$ cat src/hdl/aalu_pkg.sv
// Shared types and constants of the accumulator ALU.
`default_nettype none

package aalu_pkg;

    // Operation codes.
    localparam logic [2:0] OP_AND = 3'd0;
    localparam logic [2:0] OP_OR  = 3'd1;
    localparam logic [2:0] OP_XOR = 3'd2;
    localparam logic [2:0] OP_CMP = 3'd3;
    localparam logic [2:0] OP_DAA = 3'd4;
    localparam logic [2:0] OP_RLC = 3'd5;
    localparam logic [2:0] OP_RRC = 3'd6;
    localparam logic [2:0] OP_CPL = 3'd7;

    // Bit positions in the flag byte.
    localparam int unsigned FB_S  = 7;
    localparam int unsigned FB_Z  = 6;
    localparam int unsigned FB_Y  = 5;
    localparam int unsigned FB_H  = 4;
    localparam int unsigned FB_X  = 3;
    localparam int unsigned FB_PV = 2;
    localparam int unsigned FB_N  = 1;
    localparam int unsigned FB_C  = 0;

    // Decimal adjust corrections in the 10-bit intermediate.
    localparam logic [9:0] DAA_LO   = 10'h006;
    localparam logic [9:0] DAA_HI   = 10'h060;
    localparam logic [3:0] BCD_MAX  = 4'd9;
    localparam logic [7:0] BCD_BYTE = 8'h99;

    // One request as it enters the pipeline.
    typedef struct packed {
        logic [2:0] opcode;
        logic [7:0] acc_in;
        logic [7:0] operand;
        logic [7:0] flags_in;
    } t_req;

    // First stage: results and the raw flag sources.
    typedef struct packed {
        logic       valid;
        logic [2:0] opcode;
        logic [7:0] acc;      // new accumulator
        logic [7:0] eval;     // byte that S, Z and parity are taken from
        logic [7:0] flags;    // incoming flag byte
        logic       carry;    // borrow, decimal carry or bit rotated out
        logic       half;     // compare half borrow
        logic       ovf;      // compare signed overflow
    } t_s1;

    // Second stage: the finished result.
    typedef struct packed {
        logic       valid;
        logic [7:0] acc;
        logic [7:0] flags;
    } t_s2;

endpackage

`default_nettype wire

$ cat src/hdl/aalu_if.sv
// Valid/ready channels for ALU requests and results.
`default_nettype none

interface aalu_req_if;
    logic       valid;
    logic       ready;
    logic [2:0] opcode;
    logic [7:0] acc_in;
    logic [7:0] operand;
    logic [7:0] flags_in;

    modport source (output valid, output opcode, output acc_in, output operand,
                    output flags_in, input ready);
    modport sink   (input valid, input opcode, input acc_in, input operand,
                    input flags_in, output ready);
endinterface

interface aalu_rsp_if;
    logic       valid;
    logic       ready;
    logic [7:0] acc_out;
    logic [7:0] flags_out;

    modport source (output valid, output acc_out, output flags_out, input ready);
    modport sink   (input valid, input acc_out, input flags_out, output ready);
endinterface

`default_nettype wire

$ cat src/hdl/aalu_exec.sv
// First pipeline stage: computes the accumulator result and raw flag sources.
`default_nettype none

module aalu_exec (
    input  wire logic          i_clk,
    input  wire logic          i_rst_n,
    input  wire logic          i_en,
    input  wire logic          i_valid,
    input  wire aalu_pkg::t_req i_req,
    output aalu_pkg::t_s1      o_s1
);

    aalu_pkg::t_s1 r_s1;
    aalu_pkg::t_s1 n_s1;

    logic [8:0] w_diff;
    logic [9:0] w_add;
    logic [9:0] w_sub1;
    logic [9:0] w_sub2;
    logic [9:0] w_daa;
    logic       w_h;
    logic       w_c;
    logic       w_n;

    assign w_h = i_req.flags_in[aalu_pkg::FB_H];
    assign w_c = i_req.flags_in[aalu_pkg::FB_C];
    assign w_n = i_req.flags_in[aalu_pkg::FB_N];

    // Compare difference with the borrow in bit 8.
    assign w_diff = {1'b0, i_req.acc_in} - {1'b0, i_req.operand};

    // Decimal adjust after an addition.
    always_comb begin
        w_add = {2'b00, i_req.acc_in};
        if (w_h || (i_req.acc_in[3:0] > aalu_pkg::BCD_MAX)) begin
            w_add = w_add + aalu_pkg::DAA_LO;
        end
        if (w_c || (i_req.acc_in > aalu_pkg::BCD_BYTE)) begin
            w_add = w_add + aalu_pkg::DAA_HI;
        end
    end

    // Decimal adjust after a subtraction; wraps within ten bits.
    always_comb begin
        w_sub1 = {2'b00, i_req.acc_in};
        if (w_h) begin
            w_sub1 = w_sub1 - aalu_pkg::DAA_LO;
            if (!w_c) begin
                w_sub1 = {2'b00, w_sub1[7:0]};
            end
        end
        w_sub2 = w_c ? (w_sub1 - aalu_pkg::DAA_HI) : w_sub1;
    end

    assign w_daa = w_n ? w_sub2 : w_add;

    // Result selection per operation.
    always_comb begin
        n_s1.valid  = i_valid;
        n_s1.opcode = i_req.opcode;
        n_s1.flags  = i_req.flags_in;
        n_s1.half   = i_req.acc_in[3:0] < i_req.operand[3:0];
        n_s1.ovf    = (i_req.acc_in[7] ^ i_req.operand[7]) &
                      (i_req.acc_in[7] ^ w_diff[7]);
        case (i_req.opcode)
            aalu_pkg::OP_AND: begin
                n_s1.acc   = i_req.acc_in & i_req.operand;
                n_s1.carry = 1'b0;
            end
            aalu_pkg::OP_OR: begin
                n_s1.acc   = i_req.acc_in | i_req.operand;
                n_s1.carry = 1'b0;
            end
            aalu_pkg::OP_XOR: begin
                n_s1.acc   = i_req.acc_in ^ i_req.operand;
                n_s1.carry = 1'b0;
            end
            aalu_pkg::OP_CMP: begin
                n_s1.acc   = i_req.acc_in;
                n_s1.carry = w_diff[8];
            end
            aalu_pkg::OP_DAA: begin
                n_s1.acc   = w_daa[7:0];
                n_s1.carry = w_daa[8];
            end
            aalu_pkg::OP_RLC: begin
                n_s1.acc   = {i_req.acc_in[6:0], i_req.acc_in[7]};
                n_s1.carry = i_req.acc_in[7];
            end
            aalu_pkg::OP_RRC: begin
                n_s1.acc   = {i_req.acc_in[0], i_req.acc_in[7:1]};
                n_s1.carry = i_req.acc_in[0];
            end
            default: begin
                n_s1.acc   = ~i_req.acc_in;
                n_s1.carry = 1'b0;
            end
        endcase
        n_s1.eval = (i_req.opcode == aalu_pkg::OP_CMP) ? w_diff[7:0] : n_s1.acc;
    end

    // Stage register: valid is reset, payload is not.
    always_ff @(posedge i_clk) begin
        if (!i_rst_n) begin
            r_s1.valid <= 1'b0;
        end else if (i_en) begin
            r_s1 <= n_s1;
        end
    end

    assign o_s1 = r_s1;

endmodule

`default_nettype wire

$ cat src/hdl/aalu_flags.sv
// Second pipeline stage: assembles the new flag byte.
`default_nettype none

module aalu_flags (
    input  wire logic         i_clk,
    input  wire logic         i_rst_n,
    input  wire logic         i_en,
    input  wire aalu_pkg::t_s1 i_s1,
    output aalu_pkg::t_s2     o_s2
);

    aalu_pkg::t_s2 r_s2;
    aalu_pkg::t_s2 n_s2;

    logic w_sign;
    logic w_zero;
    logic w_par;

    assign w_sign = i_s1.eval[7];
    assign w_zero = (i_s1.eval == 8'h00);
    assign w_par  = ~^i_s1.eval;

    // Flag byte per operation; bits 3 and 5 always pass through.
    always_comb begin
        n_s2.valid = i_s1.valid;
        n_s2.acc   = i_s1.acc;
        n_s2.flags = i_s1.flags;
        case (i_s1.opcode)
            aalu_pkg::OP_AND, aalu_pkg::OP_OR, aalu_pkg::OP_XOR: begin
                n_s2.flags[aalu_pkg::FB_S]  = w_sign;
                n_s2.flags[aalu_pkg::FB_Z]  = w_zero;
                n_s2.flags[aalu_pkg::FB_H]  = (i_s1.opcode == aalu_pkg::OP_AND);
                n_s2.flags[aalu_pkg::FB_PV] = w_par;
                n_s2.flags[aalu_pkg::FB_N]  = 1'b0;
                n_s2.flags[aalu_pkg::FB_C]  = 1'b0;
            end
            aalu_pkg::OP_CMP: begin
                n_s2.flags[aalu_pkg::FB_S]  = w_sign;
                n_s2.flags[aalu_pkg::FB_Z]  = w_zero;
                n_s2.flags[aalu_pkg::FB_H]  = i_s1.half;
                n_s2.flags[aalu_pkg::FB_PV] = i_s1.ovf;
                n_s2.flags[aalu_pkg::FB_N]  = 1'b1;
                n_s2.flags[aalu_pkg::FB_C]  = i_s1.carry;
            end
            aalu_pkg::OP_DAA: begin
                // Sign and N stay; carry can only be set here.
                n_s2.flags[aalu_pkg::FB_Z]  = w_zero;
                n_s2.flags[aalu_pkg::FB_H]  = 1'b0;
                n_s2.flags[aalu_pkg::FB_PV] = w_par;
                n_s2.flags[aalu_pkg::FB_C]  = i_s1.flags[aalu_pkg::FB_C] | i_s1.carry;
            end
            aalu_pkg::OP_RLC, aalu_pkg::OP_RRC: begin
                n_s2.flags[aalu_pkg::FB_H]  = 1'b0;
                n_s2.flags[aalu_pkg::FB_N]  = 1'b0;
                n_s2.flags[aalu_pkg::FB_C]  = i_s1.carry;
            end
            default: begin
                n_s2.flags[aalu_pkg::FB_H]  = 1'b1;
                n_s2.flags[aalu_pkg::FB_N]  = 1'b1;
            end
        endcase
    end

    // Stage register: valid is reset, payload is not.
    always_ff @(posedge i_clk) begin
        if (!i_rst_n) begin
            r_s2.valid <= 1'b0;
        end else if (i_en) begin
            r_s2 <= n_s2;
        end
    end

    assign o_s2 = r_s2;

endmodule

`default_nettype wire

$ cat src/hdl/accumulator_alu_with_flags.sv
// Top level of the pipelined accumulator ALU.
// Eight-bit accumulator ALU with a Z80-style flag byte, three register stages.
// Requests arrive on i_req (opcode, acc_in, operand, flags_in) and results
// leave on o_rsp (acc_out, flags_out); both use valid/ready and move one
// request at each edge where valid and ready are high.
// A request passes through three register stages on its way to o_rsp and
// the pipeline takes one request per cycle while o_rsp is not stalled. Stage
// one forms the result byte and the raw carry, stage two builds the flag
// byte and stage three is the output register.
// The stages advance together whenever the output register is empty or
// its result is taken in the same cycle. When the receiver holds o_rsp.ready
// low with a result waiting, the pipeline freezes, i_req.ready drops and no
// request is lost or repeated; up to three requests are held in flight.
// Synchronous active-low reset clears all stage valid bits, so the block
// comes out of reset empty and ready.
`default_nettype none

module accumulator_alu_with_flags (
    input  wire logic i_clk,
    input  wire logic i_rst_n,
    aalu_req_if.sink  i_req,
    aalu_rsp_if.source o_rsp
);

    aalu_pkg::t_req w_req;
    aalu_pkg::t_s1  w_s1;
    aalu_pkg::t_s2  w_s2;
    aalu_pkg::t_s2  r_out;
    logic           w_adv;

    // The whole pipeline moves when the output register can take a result.
    assign w_adv       = !r_out.valid || o_rsp.ready;
    assign i_req.ready = w_adv;

    assign w_req = '{opcode:   i_req.opcode,
                     acc_in:   i_req.acc_in,
                     operand:  i_req.operand,
                     flags_in: i_req.flags_in};

    // Stage one: result byte and raw flag sources.
    aalu_exec u_exec (
        .i_clk   (i_clk),
        .i_rst_n (i_rst_n),
        .i_en    (w_adv),
        .i_valid (i_req.valid),
        .i_req   (w_req),
        .o_s1    (w_s1)
    );

    // Stage two: flag byte.
    aalu_flags u_flags (
        .i_clk   (i_clk),
        .i_rst_n (i_rst_n),
        .i_en    (w_adv),
        .i_s1    (w_s1),
        .o_s2    (w_s2)
    );

    // Stage three: output register.
    always_ff @(posedge i_clk) begin
        if (!i_rst_n) begin
            r_out.valid <= 1'b0;
        end else if (w_adv) begin
            r_out <= w_s2;
        end
    end

    assign o_rsp.valid     = r_out.valid;
    assign o_rsp.acc_out   = r_out.acc;
    assign o_rsp.flags_out = r_out.flags;

`ifndef SYNTHESIS
    // A result in stage two reaches the output when the pipeline moves.
    a_s2_to_out: assert property (@(posedge i_clk) disable iff (!i_rst_n)
        (w_s2.valid && w_adv) |=> o_rsp.valid)
        else $error("stage two result did not reach the output");

    // Flag bits 3 and 5 are carried unchanged through the flag stage.
    a_keep_bits: assert property (@(posedge i_clk) disable iff (!i_rst_n)
        (w_s1.valid && w_adv) |=>
            (w_s2.flags[aalu_pkg::FB_Y] == $past(w_s1.flags[aalu_pkg::FB_Y])) &&
            (w_s2.flags[aalu_pkg::FB_X] == $past(w_s1.flags[aalu_pkg::FB_X])))
        else $error("flag bits 3 or 5 altered");

    // An empty output register never blocks new requests.
    a_ready_empty: assert property (@(posedge i_clk) disable iff (!i_rst_n)
        !o_rsp.valid |-> i_req.ready)
        else $error("request blocked while output is empty");

    // A frozen pipeline keeps its stage valid bits.
    a_freeze: assert property (@(posedge i_clk) disable iff (!i_rst_n)
        !w_adv |=> $stable(w_s1.valid) && $stable(w_s2.valid))
        else $error("pipeline moved during a stall");
`endif

endmodule

`default_nettype wire

$ cat src/flat_wrapper.sv
// flat-port wrapper written by rule: the top's interface ports become plain ports
module accumulator_alu_with_flags_flat 
  (i_clk, i_rst_n, i_req_valid, i_req_opcode, i_req_acc_in, i_req_operand, i_req_flags_in, i_req_ready, o_rsp_valid, o_rsp_acc_out, o_rsp_flags_out, o_rsp_ready);
  aalu_req_if i_req_i ();
  aalu_rsp_if o_rsp_i ();
  input  wire logic i_clk;
  input  wire logic i_rst_n;
  input wire logic [$bits(i_req_i.valid)-1:0] i_req_valid;
  input wire logic [$bits(i_req_i.opcode)-1:0] i_req_opcode;
  input wire logic [$bits(i_req_i.acc_in)-1:0] i_req_acc_in;
  input wire logic [$bits(i_req_i.operand)-1:0] i_req_operand;
  input wire logic [$bits(i_req_i.flags_in)-1:0] i_req_flags_in;
  output wire logic [$bits(i_req_i.ready)-1:0] i_req_ready;
  output wire logic [$bits(o_rsp_i.valid)-1:0] o_rsp_valid;
  output wire logic [$bits(o_rsp_i.acc_out)-1:0] o_rsp_acc_out;
  output wire logic [$bits(o_rsp_i.flags_out)-1:0] o_rsp_flags_out;
  input wire logic [$bits(o_rsp_i.ready)-1:0] o_rsp_ready;
  assign i_req_i.valid = i_req_valid;
  assign i_req_i.opcode = i_req_opcode;
  assign i_req_i.acc_in = i_req_acc_in;
  assign i_req_i.operand = i_req_operand;
  assign i_req_i.flags_in = i_req_flags_in;
  assign i_req_ready = i_req_i.ready;
  assign o_rsp_valid = o_rsp_i.valid;
  assign o_rsp_acc_out = o_rsp_i.acc_out;
  assign o_rsp_flags_out = o_rsp_i.flags_out;
  assign o_rsp_i.ready = o_rsp_ready;
  accumulator_alu_with_flags u_core (.i_clk(i_clk), .i_rst_n(i_rst_n), .i_req(i_req_i), .o_rsp(o_rsp_i));
endmodule
$ cat config.mk
export PLATFORM = sky130hd
export DESIGN_NAME = accumulator_alu_with_flags_flat
export DESIGN_NICKNAME = d
export VERILOG_FILES = /design/src/hdl/aalu_pkg.sv /design/src/hdl/aalu_if.sv /design/src/hdl/aalu_exec.sv /design/src/hdl/aalu_flags.sv /design/src/hdl/accumulator_alu_with_flags.sv /design/src/flat_wrapper.sv
export SDC_FILE = /design/constraint.sdc
export NUM_CORES = 1
export LEC_CHECK = 0
export BUFFER_PORTS_ARGS = -buffer_cell sky130_fd_sc_hd__buf_2
export CELL_PAD_IN_SITES_DETAIL_PLACEMENT = 2
export CELL_PAD_IN_SITES_GLOBAL_PLACEMENT = 2
export CORE_UTILIZATION = 39
export DETAILED_ROUTE_END_ITERATION = 16
export GPL_TIMING_DRIVEN = 0
export PLACE_DENSITY_LB_ADDON = 0.1
export SLEW_MARGIN = 5
export SYNTH_ARGS = -nofsm -noshare
export SYNTH_HDL_FRONTEND = slang
export SYNTH_SLANG_ARGS = --single-unit
$ cat constraint.sdc
create_clock -name i_clk -period 3.9 [get_ports i_clk]
set_input_delay 0.78 -clock i_clk [delete_from_list [all_inputs] [get_ports i_clk]]
set_output_delay 0.78 -clock i_clk [all_outputs]
set_load 0.005 [all_outputs]
==> results.txt, run 1 <==
For this run, the leading register cell type out of synthesis is edfxtp_1. The port buffer count is 47. Measured on the finished design, the core utilization comes to 45.7%. Dividing the final minimum period by the clock period gives 86.2%.

The area share of the leading cell type in the synthesized netlist is 44.3%. 0 antenna diodes ended up in the layout. Adding up every negative setup slack in the final design gives 0 ps. The peak supply drop is 0.000196 V. The overall die height is 105 um. Counting every net in the synthesized netlist gives 447. The maximum root-to-sink buffer count came out at 2. Synthesis produced a netlist whose cell count is 383. The ratio of cells with drive above 1 in the final layout came out at 22.1%. The post-cts repair resize count is 0.

The layout filler cell count came out at 1112. The count of pins over their slew limit came to 0. The initial antenna violation count is 0.

In this run the critical register-to-register path is captured at u_core.o_rsp.flags_out[5]. The maximum level of the CTS H-tree is 3. The average cell area after synthesis is 10.8 um^2. The overall via count from detail_route is 3154. The number of cells on the worst reg-to-reg path is 4.

The number of maximum-capacitance violations came out at 0. The critical path starts at i_req_acc_in[1]. The buffer cell driving the clock tree root is clkbuf_8. The maximum number of pins on one net before global-route repair came out at 40. The congestion estimate from routability-driven global placement came to 0.819. The average routed wire per standard cell came out at 19.7 um.

The TritonCTS buffer count is 9. The flip-flop and latch area came out at 1890 um^2. The worst path required time came out at 3990 ps. The aggregate global-route resource usage came out at 22.0%. The final-stage net count is 506. In this run, post-CTS hold repair placed 0 buffers.

The global-route congestion overflow total is 0. The sequential-to-total area share from yosys stat came out at 45.7%. Data on the critical path arrives at its endpoint at 3450 ps. The residual DRC count came out at 0. The floorplan core area is 10300 um^2. The share of flip-flops with an asynchronous set or reset after synthesis is 0%. The clock period could shrink to 3360 ps. The multi-input gate area in the final layout came out at 1990 um^2. The clock transition at the registers of the reported paths came out at 60 ps. Following the worst setup path forward leads to its endpoint at u_core.u_exec.o_s1[18]. The post-detailed-routing wire length came out at 11500 um. The starting DRC count in detailed routing came out at 147. The count of nets left with antenna violations after detail routing is 0. The max-slew headroom at the worst pin came out at 51.2%. The final worst hold slack came out at 421 ps. The flow ran to the end, and the final reports show no timing, DRC or antenna violations. The post-place setup slack is 123 ps. In this run the worst hold path is classified as reg -> reg. The first-pass iteration count of the detailed router is 4. The setup slack of the critical path after layout came out at 539 ps. The kind of end point of the critical path is a flop. The worst clock skew is 6.20 ps. Measured along the x axis, the die boundary spans 105 um. In this run, synthesis produced a sequential element count of 64. The biggest fanout along the worst timing path is 10. The initial core utilization is 40.1%. After synthesis, the cell types taking the most area are edfxtp_1, ha_1, inv_1, mux2i_1, xnor2_1. The global-route wire length before repair is 18400 um. Setup repair after global routing left no endpoint under its margin. The number of hold violations in the final report came out at 0. The library cell occupying the most area in the post-synthesis netlist is edfxtp_1.

The summed instance area of the synthesized netlist is 4140 um^2. The die area came out at 11000 um^2. The number of failing setup endpoints in the final timing report came out at 0. The total I/O pin count came out at 49. The count of unique library cells instantiated by Yosys is 71. The actual transition at the worst max-transition pin is 730 ps. The worst setup path is of the in -> reg kind.

Yosys printed 0 warnings. The highest clock rate came out at 0.298 GHz. The worst register-to-register path begins at u_core.o_rsp.valid.

After floorplanning, the core was divided into 37 placement rows. From synthesis to final layout, the design area changed by 14.0%. The final design area excluding fillers came out at 4720 um^2. TritonCTS built the clock tree. In this run the post-CTS setup repair buffer count came out at 0. After legalization and detailed placement, the total HPWL measured 9090 um. Counting every sink on the clock net gives 64. The number of global-route vias before repair came out at 3418.

The cell area reported after detailed placement is 4560 um^2. The post-detailed-route via-to-cell ratio is 5.41. The leakage power figure came out at 1.95 nW. The number of synthesized flops with an enable pin is 61. The ratio of total power to cell area came out at 354 nW/um^2.

STA classifies the critical path startpoint as an input port. The clock latency reported for the late side of the worst-skew pair came out at 340 ps. The setup slack of the worst register-to-register path is 2110 ps.
==> layout by cell type, fill, tap and decap left out, types with 5 or more instances in the layout <==
| master | n |
|---|---|
| edfxtp_1 | 61 |
| buf_2 | 60 |
| inv_1 | 35 |
| ha_1 | 32 |
| nor2_1 | 30 |
| nand2_1 | 22 |
| a21oi_1 | 20 |
| xnor2_1 | 14 |
| mux2i_1 | 13 |
| o21ai_0 | 11 |
| clkbuf_1 | 10 |
| clkbuf_8 | 9 |
| mux2_2 | 8 |
| nor3_1 | 8 |
| nand3_1 | 6 |
| xor2_1 | 6 |
| nand2b_1 | 5 |
| o211ai_1 | 5 |
==> cells by family (layout without fill, tap and decap cells) <==
| kind of cell | count (synthesis) | after routing | synth area share (%) |
|---|---|---|---|
| AOI/OAI and AO/OA | 83 | 83 | 14.3 |
| xor gates and xnor gates | 21 | 21 | 4.63 |
| adders and majority gates | 34 | 34 | 10.4 |
| buffers and inverters | 62 | 126 | 6.29 |
| DFF | 64 | 64 | 45.7 |
| muxes | 24 | 24 | 6.68 |
| and+or+nand+nor | 95 | 95 | 11.9 |
==> synthesized netlist by cell type, types with 3 or more instances <==
library cell	instances
mux2i_1	13
inv_1	35
and2_1	3
o21ai_0	11
o22a_1	3
a211oi_1	3
o21bai_1	3
nand2b_1	5
a221oi_1	3
mux2_2	8
nor2b_1	4
edfxtp_1	61
o211ai_1	5
nor3_1	8
ha_1	32
clkbuf_1	9
xnor2_1	14
o22ai_1	3
dfxtp_1	3
buf_2	13
nand3_1	6
a21oi_1	20
xor2_1	6
nor2_1	30
o21ai_1	3
nand2_1	22
==> layer usage <==
metal | wire (um) | part of all wire (%) | track usage [%]
met1 | 4870 | 42 | 26.0
met3 | 374 | 3.3 | 3.12
met2 | 6040 | 53 | 40.3
met4 | 188 | 1.6 | 8.25
met5 | 0 | 0 | 0
==> through the flow <==
stage | total power (W) | std cells
final | 0.00167 | 583
after global routing | 0.00175 | 583
after CTS | 0.00169 | 583
after detailed placement | 0.00123 | 567
after global placement | 0.00120 | 566
after floorplan | 0.00109 | 383
==> layout make-up <==
| type | instances | area share [%] |
|---|---|---|
| repair buffers | 48 | 5.41 |
| clock buffers | 10 | 2.70 |
| flip-flops and latches | 64 | 40.1 |
| plain buffers | 25 | 2.57 |
| inverters | 37 | 2.94 |
| multi-input cells | 257 | 42.1 |
| well taps | 136 | 3.61 |
| clock inverters | 6 | 0.557 |
==> critical path: stages <==
cell and delay (ps):
buf_2 130, buf_2 240, inv_1 180, ha_1 270, nand3b_2 250, nor2_2 240, xnor2_1 160, ha_1 190
nor3b_1 60, a221oi_1 310, xnor2_1 110, nand3_1 110, o211ai_1 130, mux2_2 290
==> flip-flops by register name (all words and copies together), names as in the netlist <==
| name | flops |
|---|---|
| u_core.u_exec.o_s1 | 30 |
| u_core.u_flags.o_s2 | 17 |
| u_core.o_rsp.acc_out | 8 |
| u_core.o_rsp.flags_out | 8 |
| u_core.o_rsp.valid | 1 |
==> worst min path at each step <==
| stage | startpoint | endpoint | slack, ps | depth (start not counted) |
|---|---|---|---|---|
| finish | u_core.u_exec.o_s1[22] | u_core.u_flags.o_s2[11] | 420 | 0 |
| global route | u_core.u_exec.o_s1[20] | u_core.u_flags.o_s2[9] | 430 | 0 |
| CTS | u_core.u_exec.o_s1[22] | u_core.u_flags.o_s2[11] | 420 | 0 |
| detailed placement | u_core.u_exec.o_s1[22] | u_core.u_flags.o_s2[11] | 410 | 0 |
| global placement | u_core.u_flags.o_s2[12] | u_core.o_rsp.acc_out[4] | 400 | 0 |
| floorplan | u_core.u_flags.o_s2[8] | u_core.o_rsp.acc_out[0] | 400 | 0 |
==> power breakdown <==
| part | internal, W | total [W] | switching, W | leakage [nW] |
|---|---|---|---|---|
| registers | 0.000825 | 0.000842 | 0.0000170 | 0.624 |
| logic | 0.000149 | 0.000366 | 0.000217 | 1.25 |
| clock network | 0.000220 | 0.000459 | 0.000239 | 0.0823 |
(Power assumes the default switching activity.)
==> run 2, diff against run 1 <==
BUFFER_PORTS_ARGS = -buffer_cell sky130_fd_sc_hd__buf_4   (was -buffer_cell sky130_fd_sc_hd__buf_2)
==> results.txt, run 2 (synthesis results as in run 1) <==
In this run the standard cell core region covers 10300 um^2. The count of nets left with antenna violations after detail routing came out at 0. The number of rows created at floorplan came out at 37. The final worst hold slack came out at 421 ps. The overall via count from detail_route is 3153. The flip-flop count of the largest register after layout came out at 30.

The area growth from synthesis to layout is 17.5%. The initial antenna violation count is 0. The average routed wire per standard cell is 20.2 um.

The cell internal power dissipation is 0.00128 W. The fraction of power consumed by combinational cells is 21.8%. The total I/O pin count is 49. The initial core utilization came out at 40.1%.

Clock tree synthesis inserted a total of 9 buffers. Setup repair after global routing left no endpoint under its margin. The fraction of power spent switching nets came out at 27.0%. The port buffer count is 47. The residual DRC count came out at 0.

Static timing analysis puts the maximum clock frequency at 0.299 GHz. Gates resized during post-CTS repair numbered 0. The max-slew headroom at the worst pin is 52.8%. The number of failing setup endpoints in the final timing report is 0.

Across the VDD grid, the largest voltage drop is 0.000224 V. The die area came out at 11000 um^2. The detailed placement HPWL came out at 9230 um. The biggest fanout along the worst timing path came out at 10.

Leaving out fill and tap cells, the most frequent cells in the layout are edfxtp_1, buf_4, inv_1, ha_1, nor2_1. The depth of the worst hold-timing path is 0. Per report_power, the sequential group accounts for 48.0% of the total.

The cell depth of the worst flop-to-flop path is 4. The worst hold path belongs to the class reg -> reg. The worst setup path is captured at a flop. The leakage power figure is 2.01 nW.

The switching power total came out at 0.000475 W. The share of the core filled with cells came out at 47.1%. After clock tree synthesis, the setup repair step added 0 buffers. The wire length on met2 is 6240 um. For this block, the initial DRC count from the detailed router was 116.

For the final database, setup skew stands at 9.45 ps. The maximum level of the CTS H-tree came out at 3. The worst hold path startpoint is u_core.u_flags.o_s2[2]. The worst path required time is 3980 ps.

The first-pass iteration count of the detailed router came out at 4. The worst path in the final design needs a cycle of 3350 ps, including I/O delays and setup. TritonCTS built the clock tree. The maximum root-to-sink buffer count came out at 2. The highest metal layer with signal wires is met4. The most common library cell in the layout ignoring fill and taps is edfxtp_1. The worst register-to-register path begins at u_core.o_rsp.valid. The overall die height is 105 um. After global routing the overflow that remains totals 0. The run finished with clean final reports.

The setup slack of the worst register-to-register path came out at 2100 ps. The buffer cell driving the clock tree root is clkbuf_8. The type of the setup path with the least slack is in -> reg. The clock latency reported for the late side of the worst-skew pair is 340 ps. The worst setup path is launched from an input port.

The capture instance of the worst register-to-register path is u_core.u_exec.o_s1[17]. The part of the power in the clock network came out at 30.2%. The first global-routing pass estimated 18800 um of wire.

The post-detailed-route via-to-cell ratio is 5.41. The setup total negative slack came out at 0 ps. The number of hold violations in the final report was 0. In this run the power density over the cells is 361 nW/um^2. The antenna diode count is 0. The aggregate global-route resource usage is 22.5%. The sum of routed wire segments on met1 is 4820 um. The wire length on met3 came out at 429 um. Routability-driven placement finished with a final weighted congestion of 0.831.

The routed design has 11800 um of wire. The ratio of cells with drive above 1 in the final layout is 22.6%. The number of maximum-capacitance violations came out at 0. The maximum number of pins on one net before global-route repair is 41. For this run, the post-layout net count is 506.

The worst hold path terminates at u_core.o_rsp.flags_out[2]. The actual transition at the worst max-transition pin is 706 ps. The number of global-route vias before repair came to 3529. The count of pins over their slew limit is 0. The layout filler cell count is 1092. The clock drives 64 sinks.

The final cycle utilization of the critical path came out at 85.8%. The clock transition at the registers of the reported paths came out at 70 ps. In this run, post-CTS hold repair placed 0 buffers. The die width is 105 um. Data on the critical path arrives at its endpoint at 3430 ps.
## run 2: cell count changes in the layout (fill, tap and decap cells not counted), sizes merged
cell | before | now
clkinv | 7 | 5
bufinv | 0 | 1
clkbuf | 19 | 20
## run 2: worst max-delay path, stage by stage
cell,delay (ps)
buf_4,110
buf_2,230
inv_1,180
ha_1,270
nand3b_2,260
nor2_2,260
xnor2_1,160
ha_1,190
nor3b_1,60
a221oi_1,290
xnor2_1,110
nand3_1,110
o211ai_1,130
mux2_2,290
## run 2: area by class of cell
class | count | area, um^2 | area share, %
Buffer | 25 | 121 | 2.50
Clock buffer | 11 | 131 | 2.70
Clock inverter | 5 | 50.0 | 1.03
Inverter | 37 | 139 | 2.86
Multi-Input combinational cell | 257 | 1990 | 40.9
Sequential cell | 64 | 1890 | 38.9
Tap cell | 136 | 170 | 3.50
Timing Repair Buffer | 48 | 373 | 7.67
## run 2: metrics by stage
step	cells	cell area (um^2)	total power, W	setup WS [ps]
after floorplan	383	4140	0.00109	846
after global placement	566	4660	0.00122	256
after detailed placement	567	4680	0.00124	184
after CTS	583	4860	0.00178	558
after global routing	583	4860	0.00184	406
final	583	4860	0.00176	552
## run 2: how the worst max path moves through the flow
stage / to / cells past startpoint / slack (ps) / from
floorplan: u_core.u_exec.o_s1[18] / 13 / 850 / i_req_acc_in[1]
global placement: u_core.u_exec.o_s1[18] / 14 / 260 / i_req_acc_in[1]
detailed placement: u_core.u_exec.o_s1[18] / 14 / 180 / i_req_acc_in[1]
CTS: u_core.u_exec.o_s1[18] / 14 / 560 / i_req_acc_in[1]
global route: u_core.u_exec.o_s1[18] / 14 / 410 / i_req_acc_in[1]
finish: u_core.u_exec.o_s1[18] / 14 / 550 / i_req_acc_in[1]
## run 2: routing by layer
metal  vias to the layer above  GRT usage, %
li1                       1494             -
met1                      1566          25.7
met2                        75          41.8
met3                        18          3.49
met4                         0          8.95
met5                         -             0
## run 2: power groups by stage
stage	registers, W	clock network (W)	logic [W]
after floorplan	0.000853	0	0.000237
after global placement	0.000854	0	0.000362
after detailed placement	0.000859	0	0.000386
after CTS	0.000845	0.000549	0.000389
after global routing	0.000848	0.000572	0.000420
final	0.000843	0.000529	0.000383
